<file path="src/design/lrukc_pkg.sv">
// Shared types and constants for the LRU keyed result cache.
package lrukc_pkg;

   localparam int KEY_W          = 32;
   localparam int PAYLOAD_W      = 32;
   localparam int COUNT_W        = 7;
   localparam int ENTRY_W        = KEY_W + PAYLOAD_W;
   localparam int CAPACITY_RESET = 60;

   typedef enum logic [1:0] {
      FUNC_LOOKUP = 2'd0,
      FUNC_INSERT = 2'd1,
      FUNC_CLEAR  = 2'd2
   } lrukc_func_type;

   typedef struct packed {
      lrukc_func_type         func;
      logic [KEY_W-1:0]       key;
      logic [PAYLOAD_W-1:0]   payload;
      logic                   insert_ok;
   } lrukc_req_type;

   typedef struct packed {
      logic                   hit;
      logic [PAYLOAD_W-1:0]   payload_out;
      logic [COUNT_W-1:0]     fill_count;
   } lrukc_rsp_type;

   typedef enum logic [2:0] {
      ST_IDLE,
      ST_SCAN,
      ST_SHIFT,
      ST_SHIFT_END,
      ST_WRITE,
      ST_DONE
   } lrukc_state_type;

endpackage

</file>
<file path="src/design/lru_keyed_result_cache_core.sv">
// Top level of the LRU keyed result cache: engine, entry RAM and result register.
//
//   channel | direction | handshake            | beat
//   req     | in        | req_valid/req_ready  | lrukc_req_type
//   rsp     | out       | rsp_valid/rsp_ready  | lrukc_rsp_type
//   csr     | in        | csr_valid/csr_ready  | capacity, 7 bits
//
// Entries are kept in the RAM in recency order, oldest at address 0.
// A lookup scans newest to oldest, one entry a cycle, then a hit shifts the younger
// entries down one a cycle and rewrites the tail. The single RAM read port makes
// the scan and the shift go one entry at a time.
// Reset empties the cache at once and sets capacity to 60 (or MAX_ENTRIES).
// A new beat is taken while the previous result waits in the output register.
module lru_keyed_result_cache_core #(
   parameter int MAX_ENTRIES = 64
) (
   input  logic                              clock,
   input  logic                              reset,
   input  logic                              req_valid,
   output logic                              req_ready,
   input  lrukc_pkg::lrukc_req_type          req_data,
   output logic                              rsp_valid,
   input  logic                              rsp_ready,
   output lrukc_pkg::lrukc_rsp_type          rsp_data,
   input  logic                              csr_valid,
   output logic                              csr_ready,
   input  logic [lrukc_pkg::COUNT_W-1:0]     csr_data
);

   localparam int IDX_W = $clog2(MAX_ENTRIES);

   logic                               res_valid;
   logic                               res_free;
   lrukc_pkg::lrukc_rsp_type           res_data;
   logic                               ram_wr_en;
   logic [IDX_W-1:0]                   ram_wr_addr;
   logic [lrukc_pkg::ENTRY_W-1:0]      ram_wr_data;
   logic [IDX_W-1:0]                   ram_rd_addr;
   logic [lrukc_pkg::ENTRY_W-1:0]      ram_rd_data;

   logic                               rsp_valid_ff, rsp_valid_in;
   lrukc_pkg::lrukc_rsp_type           rsp_data_ff, rsp_data_in;

   lrukc_engine #(
      .MAX_ENTRIES (MAX_ENTRIES)
   ) u_engine (
      .clock       (clock),
      .reset       (reset),
      .req_valid   (req_valid),
      .req_ready   (req_ready),
      .req_data    (req_data),
      .csr_valid   (csr_valid),
      .csr_data    (csr_data),
      .res_free    (res_free),
      .res_valid   (res_valid),
      .res_data    (res_data),
      .ram_wr_en   (ram_wr_en),
      .ram_wr_addr (ram_wr_addr),
      .ram_wr_data (ram_wr_data),
      .ram_rd_addr (ram_rd_addr),
      .ram_rd_data (ram_rd_data)
   );

   lrukc_ram #(
      .WIDTH (lrukc_pkg::ENTRY_W),
      .DEPTH (MAX_ENTRIES)
   ) u_ram (
      .clock   (clock),
      .wr_en   (ram_wr_en),
      .wr_addr (ram_wr_addr),
      .wr_data (ram_wr_data),
      .rd_addr (ram_rd_addr),
      .rd_data (ram_rd_data)
   );

   // output register frees when empty or drained this cycle
   assign res_free  = !rsp_valid_ff || rsp_ready;
   assign csr_ready = 1'b1;

   always_comb begin
      rsp_valid_in = rsp_valid_ff;
      rsp_data_in  = rsp_data_ff;
      if (res_valid && res_free) begin
         rsp_valid_in = 1'b1;
         rsp_data_in  = res_data;
      end else if (rsp_ready) begin
         rsp_valid_in = 1'b0;
      end
   end

   always_ff @(posedge clock) begin
      if (reset) begin
         rsp_valid_ff <= 1'b0;
      end else begin
         rsp_valid_ff <= rsp_valid_in;
      end
      rsp_data_ff <= rsp_data_in;
   end

   assign rsp_valid = rsp_valid_ff;
   assign rsp_data  = rsp_data_ff;

endmodule

</file>
<file path="src/design/lrukc_ram.sv">
// Generic single write port, single read port RAM with registered read.
module lrukc_ram #(
   parameter int WIDTH = 64,
   parameter int DEPTH = 64
) (
   input  logic                     clock,
   input  logic                     wr_en,
   input  logic [$clog2(DEPTH)-1:0] wr_addr,
   input  logic [WIDTH-1:0]         wr_data,
   input  logic [$clog2(DEPTH)-1:0] rd_addr,
   output logic [WIDTH-1:0]         rd_data
);

   logic [WIDTH-1:0] mem_ff [DEPTH];
   logic [WIDTH-1:0] rd_data_ff;

   always_ff @(posedge clock) begin
      if (wr_en) begin
         mem_ff[wr_addr] <= wr_data;
      end
      rd_data_ff <= mem_ff[rd_addr];
   end

   assign rd_data = rd_data_ff;

endmodule

</file>
<file path="src/design/lrukc_engine.sv">
// Sequencer for the cache: newest-first scan, entry shift and tail write over one RAM.
module lrukc_engine #(
   parameter int MAX_ENTRIES = 64
) (
   input  logic                                 clock,
   input  logic                                 reset,
   input  logic                                 req_valid,
   output logic                                 req_ready,
   input  lrukc_pkg::lrukc_req_type             req_data,
   input  logic                                 csr_valid,
   input  logic [lrukc_pkg::COUNT_W-1:0]        csr_data,
   input  logic                                 res_free,
   output logic                                 res_valid,
   output lrukc_pkg::lrukc_rsp_type             res_data,
   output logic                                 ram_wr_en,
   output logic [$clog2(MAX_ENTRIES)-1:0]       ram_wr_addr,
   output logic [lrukc_pkg::ENTRY_W-1:0]        ram_wr_data,
   output logic [$clog2(MAX_ENTRIES)-1:0]       ram_rd_addr,
   input  logic [lrukc_pkg::ENTRY_W-1:0]        ram_rd_data
);

   localparam int IDX_W = $clog2(MAX_ENTRIES);
   localparam int CW    = $clog2(MAX_ENTRIES + 1);
   localparam int CAP_RESET = (lrukc_pkg::CAPACITY_RESET > MAX_ENTRIES) ?
                              MAX_ENTRIES : lrukc_pkg::CAPACITY_RESET;

   lrukc_pkg::lrukc_state_type            state_ff, state_in;
   logic [lrukc_pkg::KEY_W-1:0]           key_ff, key_in;
   logic [lrukc_pkg::PAYLOAD_W-1:0]       pay_ff, pay_in;
   logic                                  hit_ff, hit_in;
   logic [CW-1:0]                         total_ff, total_in;
   logic [CW-1:0]                         cap_ff, cap_in;
   logic [CW-1:0]                         ptr_ff, ptr_in;
   logic                                  cmp_vld_ff, cmp_vld_in;
   logic [CW-1:0]                         cmp_pos_ff, cmp_pos_in;
   logic                                  mv_vld_ff, mv_vld_in;
   logic [CW-1:0]                         mv_dst_ff, mv_dst_in;
   logic [CW-1:0]                         tail_ff, tail_in;

   logic [CW-1:0]                         last;
   logic [lrukc_pkg::KEY_W-1:0]           rd_key;
   logic [lrukc_pkg::PAYLOAD_W-1:0]       rd_pay;
   logic                                  match;
   logic [CW-1:0]                         cap_wr;

   assign last   = total_ff - CW'(1);
   assign rd_key = ram_rd_data[lrukc_pkg::ENTRY_W-1 -: lrukc_pkg::KEY_W];
   assign rd_pay = ram_rd_data[lrukc_pkg::PAYLOAD_W-1:0];
   assign match  = cmp_vld_ff && (rd_key == key_ff);

   always_comb begin
      if (int'(csr_data) > MAX_ENTRIES) begin
         cap_wr = CW'(MAX_ENTRIES);
      end else begin
         cap_wr = CW'(csr_data);
      end
   end

   // Next state
   always_comb begin
      state_in = state_ff;
      unique case (state_ff)
         lrukc_pkg::ST_IDLE: begin
            if (req_valid) begin
               case (req_data.func)
                  lrukc_pkg::FUNC_LOOKUP: begin
                     state_in = (total_ff == '0) ? lrukc_pkg::ST_DONE : lrukc_pkg::ST_SCAN;
                  end
                  lrukc_pkg::FUNC_INSERT: begin
                     if (!req_data.insert_ok) begin
                        state_in = lrukc_pkg::ST_DONE;
                     end else if (total_ff < cap_ff || total_ff == CW'(1)) begin
                        state_in = lrukc_pkg::ST_WRITE;
                     end else begin
                        state_in = lrukc_pkg::ST_SHIFT;
                     end
                  end
                  default: state_in = lrukc_pkg::ST_DONE;
               endcase
            end
         end
         lrukc_pkg::ST_SCAN: begin
            if (match) begin
               state_in = (cmp_pos_ff == last) ? lrukc_pkg::ST_WRITE : lrukc_pkg::ST_SHIFT;
            end else if (cmp_vld_ff && cmp_pos_ff == '0) begin
               state_in = lrukc_pkg::ST_DONE;
            end
         end
         lrukc_pkg::ST_SHIFT: begin
            if (ptr_ff == last) begin
               state_in = lrukc_pkg::ST_SHIFT_END;
            end
         end
         lrukc_pkg::ST_SHIFT_END: state_in = lrukc_pkg::ST_WRITE;
         lrukc_pkg::ST_WRITE:     state_in = lrukc_pkg::ST_DONE;
         lrukc_pkg::ST_DONE: begin
            if (res_free) begin
               state_in = lrukc_pkg::ST_IDLE;
            end
         end
         default: state_in = lrukc_pkg::ST_IDLE;
      endcase
   end

   // Datapath and counters
   always_comb begin
      key_in     = key_ff;
      pay_in     = pay_ff;
      hit_in     = hit_ff;
      total_in   = total_ff;
      cap_in     = cap_ff;
      ptr_in     = ptr_ff;
      cmp_vld_in = cmp_vld_ff;
      cmp_pos_in = cmp_pos_ff;
      mv_vld_in  = mv_vld_ff;
      mv_dst_in  = mv_dst_ff;
      tail_in    = tail_ff;
      case (state_ff)
         lrukc_pkg::ST_IDLE: begin
            if (req_valid) begin
               key_in     = req_data.key;
               pay_in     = req_data.payload;
               hit_in     = 1'b0;
               cmp_vld_in = 1'b0;
               mv_vld_in  = 1'b0;
               case (req_data.func)
                  lrukc_pkg::FUNC_LOOKUP: ptr_in = last;
                  lrukc_pkg::FUNC_INSERT: begin
                     if (req_data.insert_ok) begin
                        if (total_ff < cap_ff) begin
                           tail_in  = total_ff;
                           total_in = total_ff + CW'(1);
                        end else begin
                           // full: rotate out the oldest entry
                           tail_in = last;
                           ptr_in  = CW'(1);
                        end
                     end
                  end
                  lrukc_pkg::FUNC_CLEAR: total_in = '0;
                  default: ;
               endcase
            end
         end
         lrukc_pkg::ST_SCAN: begin
            cmp_vld_in = 1'b1;
            cmp_pos_in = ptr_ff;
            if (ptr_ff != '0) begin
               ptr_in = ptr_ff - CW'(1);
            end
            if (match) begin
               hit_in     = 1'b1;
               pay_in     = rd_pay;
               tail_in    = last;
               ptr_in     = cmp_pos_ff + CW'(1);
               cmp_vld_in = 1'b0;
            end
         end
         lrukc_pkg::ST_SHIFT: begin
            mv_vld_in = 1'b1;
            mv_dst_in = ptr_ff - CW'(1);
            ptr_in    = ptr_ff + CW'(1);
         end
         lrukc_pkg::ST_SHIFT_END: mv_vld_in = 1'b0;
         default: ;
      endcase
      // a zero write is dropped; lowering the limit keeps the oldest entries
      if (csr_valid && csr_data != '0) begin
         cap_in = cap_wr;
         if (total_ff > cap_wr) begin
            total_in = cap_wr;
         end
      end
   end

   // Outputs
   always_comb begin
      req_ready   = (state_ff == lrukc_pkg::ST_IDLE);
      res_valid   = (state_ff == lrukc_pkg::ST_DONE);
      ram_rd_addr = ptr_ff[IDX_W-1:0];
      ram_wr_en   = mv_vld_ff || (state_ff == lrukc_pkg::ST_WRITE);
      if (state_ff == lrukc_pkg::ST_WRITE) begin
         ram_wr_addr = tail_ff[IDX_W-1:0];
         ram_wr_data = {key_ff, pay_ff};
      end else begin
         ram_wr_addr = mv_dst_ff[IDX_W-1:0];
         ram_wr_data = ram_rd_data;
      end
      res_data.hit         = hit_ff;
      res_data.payload_out = hit_ff ? pay_ff : '0;
      res_data.fill_count  = lrukc_pkg::COUNT_W'(total_ff);
   end

   always_ff @(posedge clock) begin
      if (reset) begin
         state_ff   <= lrukc_pkg::ST_IDLE;
         total_ff   <= '0;
         cap_ff     <= CW'(CAP_RESET);
         cmp_vld_ff <= 1'b0;
         mv_vld_ff  <= 1'b0;
         hit_ff     <= 1'b0;
      end else begin
         state_ff   <= state_in;
         total_ff   <= total_in;
         cap_ff     <= cap_in;
         cmp_vld_ff <= cmp_vld_in;
         mv_vld_ff  <= mv_vld_in;
         hit_ff     <= hit_in;
      end
      key_ff     <= key_in;
      pay_ff     <= pay_in;
      ptr_ff     <= ptr_in;
      cmp_pos_ff <= cmp_pos_in;
      mv_dst_ff  <= mv_dst_in;
      tail_ff    <= tail_in;
   end

endmodule
</file>
<file path="config.mk">
export PLATFORM = sky130hd
export DESIGN_NAME = lru_keyed_result_cache_core
export DESIGN_NICKNAME = d
export VERILOG_FILES = /design/src/design/lrukc_pkg.sv /design/src/design/lru_keyed_result_cache_core.sv /design/src/design/lrukc_ram.sv /design/src/design/lrukc_engine.sv
export SDC_FILE = /design/constraint.sdc
export NUM_CORES = 2
export LEC_CHECK = 0
export CORE_ASPECT_RATIO = 0.7
export CORE_MARGIN = 2
export CORE_UTILIZATION = 48
export CTS_BUF_LIST = sky130_fd_sc_hd__clkbuf_8
export CTS_CLUSTER_DIAMETER = 50
export DETAILED_ROUTE_END_ITERATION = 6
export DONT_BUFFER_PORTS = 1
export PLACE_DENSITY = 0.64
export SYNTH_ARGS = -nofsm -noshare
export SYNTH_HDL_FRONTEND = slang
export SYNTH_SLANG_ARGS = --single-unit
</file>
<file path="constraint.sdc">
create_clock -name clock -period 10.1 [get_ports clock]
set_input_delay 0.505 -clock clock [delete_from_list [all_inputs] [get_ports clock]]
set_output_delay 0.505 -clock clock [all_outputs]
set_load 0.005 [all_outputs]
</file>
==> results.md <==
* # IOs at between 100 and 150
* Final layout net count at 7,527
* DRC Markers at 1
* Average size of a mapped cell at ~24 um2
* WS Path Type: flip-flop to flip-flop
* First-pass GRT wire length at 609.5 mm
* Total global-route track usage at 0.2504
* Max_slew headroom at 0.1362
* HP Class: input port to flip-flop
* Post-synth ARST share at 0
* Max Cap Viol at 0
* Area leader, netlist: edfxtp_1
* H-tree depth at 6
* Vias in the first global route at 77,620
* Root buffer cell: clkbuf_8
* Total wire length at 440.2 mm
* Minimum clock period after layout at about 5.3 ns
* CP required at 10.76 ns
* Die X at 703.9 um
* Sequential element share of the synthesized area at 0.7814
* Pleak at 58.15 nW
* CP startpoint: u_engine.state_ff[2]
* Worst hold margin at roughly 0.07 ns
* R2r endpoint: u_ram.mem_ff[18][50]
* Crit share post-route at 0.5215
* R2r setup slk at 4.83 ns
* Post-Place Cells at 11,200
* Clk_lat worst skew at 1.11 ns
* Final setup margin at between 4 and 5 ns
* Antenna Nets Post-Route at 0
* Vias at 79,410
* Post-Synthesis Cells at 6,791
* CTS sink cnt at roughly 4,300
* Tot Pwr at 54.71 mW
* Core area at roughly 340,000 um2
* Share of the synthesized area in the top cell type at 0.7711
* Warnings from Yosys at 0
* Min-Delay Path Depth at 1
* First drt pass iteration count at 7
* Share of layout cells above drive strength 1 at 0.3046
* Synth unique cells at 60
* Fin Setup TNS at 0 ns
* Worst slack, placed at 4.911 ns
* Worst Setup EP: u_ram.mem_ff[18][50]
* Initial core utilization at 0.4834
* Number of flops mapped to enable cells by yosys at ~4,200
* RSZ-0062 raised after global routing: false
* CP Capture Type: flip-flop
* Antenna violations before repair at 40
* Dominant cells by area after synthesis: edfxtp_1 (77%), mux4_2 (18%), dfxtp_1 (1.0%), nand2_1 (0.81%), clkbuf_1 (0.44%)
* WL per Instance at 35.37 um
* Die Area at 347,600 um2
* CP Max Fanout at between 40 and 50
* Final HPWL from detailed placement at between 200 and 250 mm
* Die Ht at a little under 500 um
* Status: finished, violations left
* R2r worst-path depth at 6
* Post-CTS setup buffer count at 0
* Site Rows at approximately 180
* Fmax at 189.9 MHz
* Skew final at 0.09723 ns
* Cts bufs inserted at 639
* Setup violators final at 0
* Worst EP arrival at 5.92 ns
* Area growth, synth to finish at 11.60%
* Final Max Tran Viols at 0
* Grt total ovfl at 0
* Non-Filler Instances at approximately 12,000
* CTS tree: done
* Top FF cell, synth: edfxtp_1
* I/O Buffers at 0
* Vias per Instance at 6.381
* RR Startpoint: u_engine.state_ff[2]
* #FFs+latches synth at 4,311
* Largest net degree at the start of global routing at 126
* Failing checks: design-rule violations
* Post-Syn Nets at 6,894
* Setup crit start kind: flip-flop
* Placer Congestion at 0.8521
* Worst Max-Slew Pin Slew at 1.293 ns
* Mapped cell area at 164,600 um2
* Initial drt markers at 12,530
* Final hold vios at 0
* Worst-path clk slew at 0.06 ns
* Power density over the cells at 297.8 nW/um2
* Worst VDD drop at around 0.36 mV
* Worst-case clock buffer depth at 4
-- how the worst min path moves through the flow --
stage / from / end
final: req_data[58] / u_engine.key_ff[25]
after CTS: req_data[45] / u_engine.key_ff[12]
after detailed placement: u_engine.cap_ff[5] / u_engine.cap_ff[5]
after global routing: req_data[58] / u_engine.key_ff[25]
after global placement: u_engine.cap_ff[5] / u_engine.cap_ff[5]
after floorplan: u_engine.cap_ff[5] / u_engine.cap_ff[5]
-- area by class of cell --
| cell class | instances | area, um2 |
|---|---|---|
| diodes | 11 | 27.53 |
| clock buffers | 680 | 9359 |
| clock inverters | 446 | 2043 |
| fillers | 25350 | 156800 |
| inverters | 28 | 105.1 |
| multi-input cells | 2107 | 34890 |
| flip-flops and latches | 4311 | 128600 |
| well taps | 4525 | 5662 |
| repair buffers | 337 | 2980 |
-- cells in the final DEF (no fill, tap or decap), drive strengths merged, types with 5 or more instances in the layout --
| master | instances |
|---|---|
| inv | 275 |
| o221ai | 6 |
| nor4 | 13 |
| diode | 11 |
| or3 | 9 |
| buf | 232 |
| xnor2 | 28 |
| o21ai | 16 |
| and2 | 37 |
| edfxtp | 4226 |
| dfxtp | 85 |
| mux2i | 10 |
| bufinv | 5 |
| xor2 | 41 |
| nand2 | 354 |
| nor3 | 13 |
| a21oi | 19 |
| nand3 | 22 |
| mux4 | 1344 |
| clkbuf | 680 |
| clkinv | 175 |
| and3 | 10 |
| ha | 24 |
| clkinvlp | 19 |
| or4 | 9 |
| dlygate4sd3 | 105 |
| nand3b | 9 |
| a31oi | 6 |
| nand4 | 6 |
| nor2 | 81 |
-- flip-flops by register name, indices dropped and copies added (netlist names) --
| name | count |
|---|---|
| u_engine.mv_vld_ff | 1 |
| u_ram.mem_ff | 4096 |
| u_engine.cap_ff | 7 |
| u_engine.total_ff | 7 |
| u_engine.tail_ff | 6 |
| u_engine.pay_ff | 32 |
| u_engine.key_ff | 32 |
| u_engine.ptr_ff | 7 |
| u_engine.cmp_pos_ff | 7 |
| rsp_valid | 1 |
| u_engine.cmp_vld_ff | 1 |
| u_ram.rd_data | 64 |
| u_engine.hit_ff | 1 |
| u_engine.mv_dst_ff | 6 |
| rsp_data | 40 |
| u_engine.state_ff | 3 |
-- through the flow --
stage / area (um2) / utilization
final: 183700 / 0.5395
after detailed placement: 171200 / 0.5029
after floorplan: 164600 / -
after global routing: 183600 / 0.5395
after CTS: 183600 / 0.5395
after global placement: 171200 / 0.5029
-- metal layers --
| metal | track usage | vias up | routed length (um) |
|---|---|---|---|
| li1 | - | 30480 | - |
| met5 | 0 | - | 27 |
| met3 | 0.07057 | 661 | 55710 |
| met2 | 0.3512 | 5211 | 189900 |
| met4 | 0.06045 | 4 | 9935 |
| met1 | 0.3916 | 43050 | 184600 |
-- critical path, cell delays in order (launching register included) --
cell and delay, ns:
dfxtp_1 0.69, nand2_4 0.48, buf_4 0.47, o21ai_0 0.54
nand2_1 0.59, nor2_4 1.14, buf_4 0.85
-- synthesized netlist by cell type (2+ instances only) --
cell	n
mux4_2	1344
a21oi_1	19
or4_1	9
o21ai_1	2
and3_1	10
mux2i_1	10
nand2_1	354
xnor3_1	3
nand4b_1	2
a211o_1	4
a221oi_1	4
nor2_1	81
and2_1	37
ha_1	24
o31ai_1	4
o21a_1	3
o31a_1	3
a211oi_1	4
nand4_1	6
inv_1	26
xor2_1	41
nor4_1	12
xnor2_1	28
buf_1	67
o221ai_1	6
o21ai_0	14
clkbuf_1	193
buf_6	5
or3_1	9
edfxtp_1	4226
nand3b_1	9
nor3_1	13
a22oi_1	2
nand3_1	21
a31oi_1	6
nor2b_1	3
dfxtp_1	85
buf_4	3
a21o_1	2
buf_2	77
-- cell families after synthesis --
logic type,after synthesis,synth area share
flip-flops,4311,0.7814
multiplexers,1354,0.1845
AND/OR/NAND/NOR,573,0.01521
buffers and inverters,373,0.009389
AO/OA/AOI/OAI,83,0.003520
XOR/XNOR,72,0.004083
adder cells (fa/ha/maj),24,0.001825
other,1,0.00002279
-- power by group --
part           internal [mW]  leakage, nW  total [mW]  switching (mW)
clock                   6.34         6.65        12.9            6.59
sequential              24.4         38.8        24.9           0.516
combinational           5.98         12.7        16.9            10.9
total                   36.7         58.2        54.7            18.0
-- repair_timing --
item,4_1_cts,5_1_grt
gates resized for setup,0,0
hold buffers,105,0
endpoints found under the hold margin,85,0
Power figures use the tool's default switching activity.
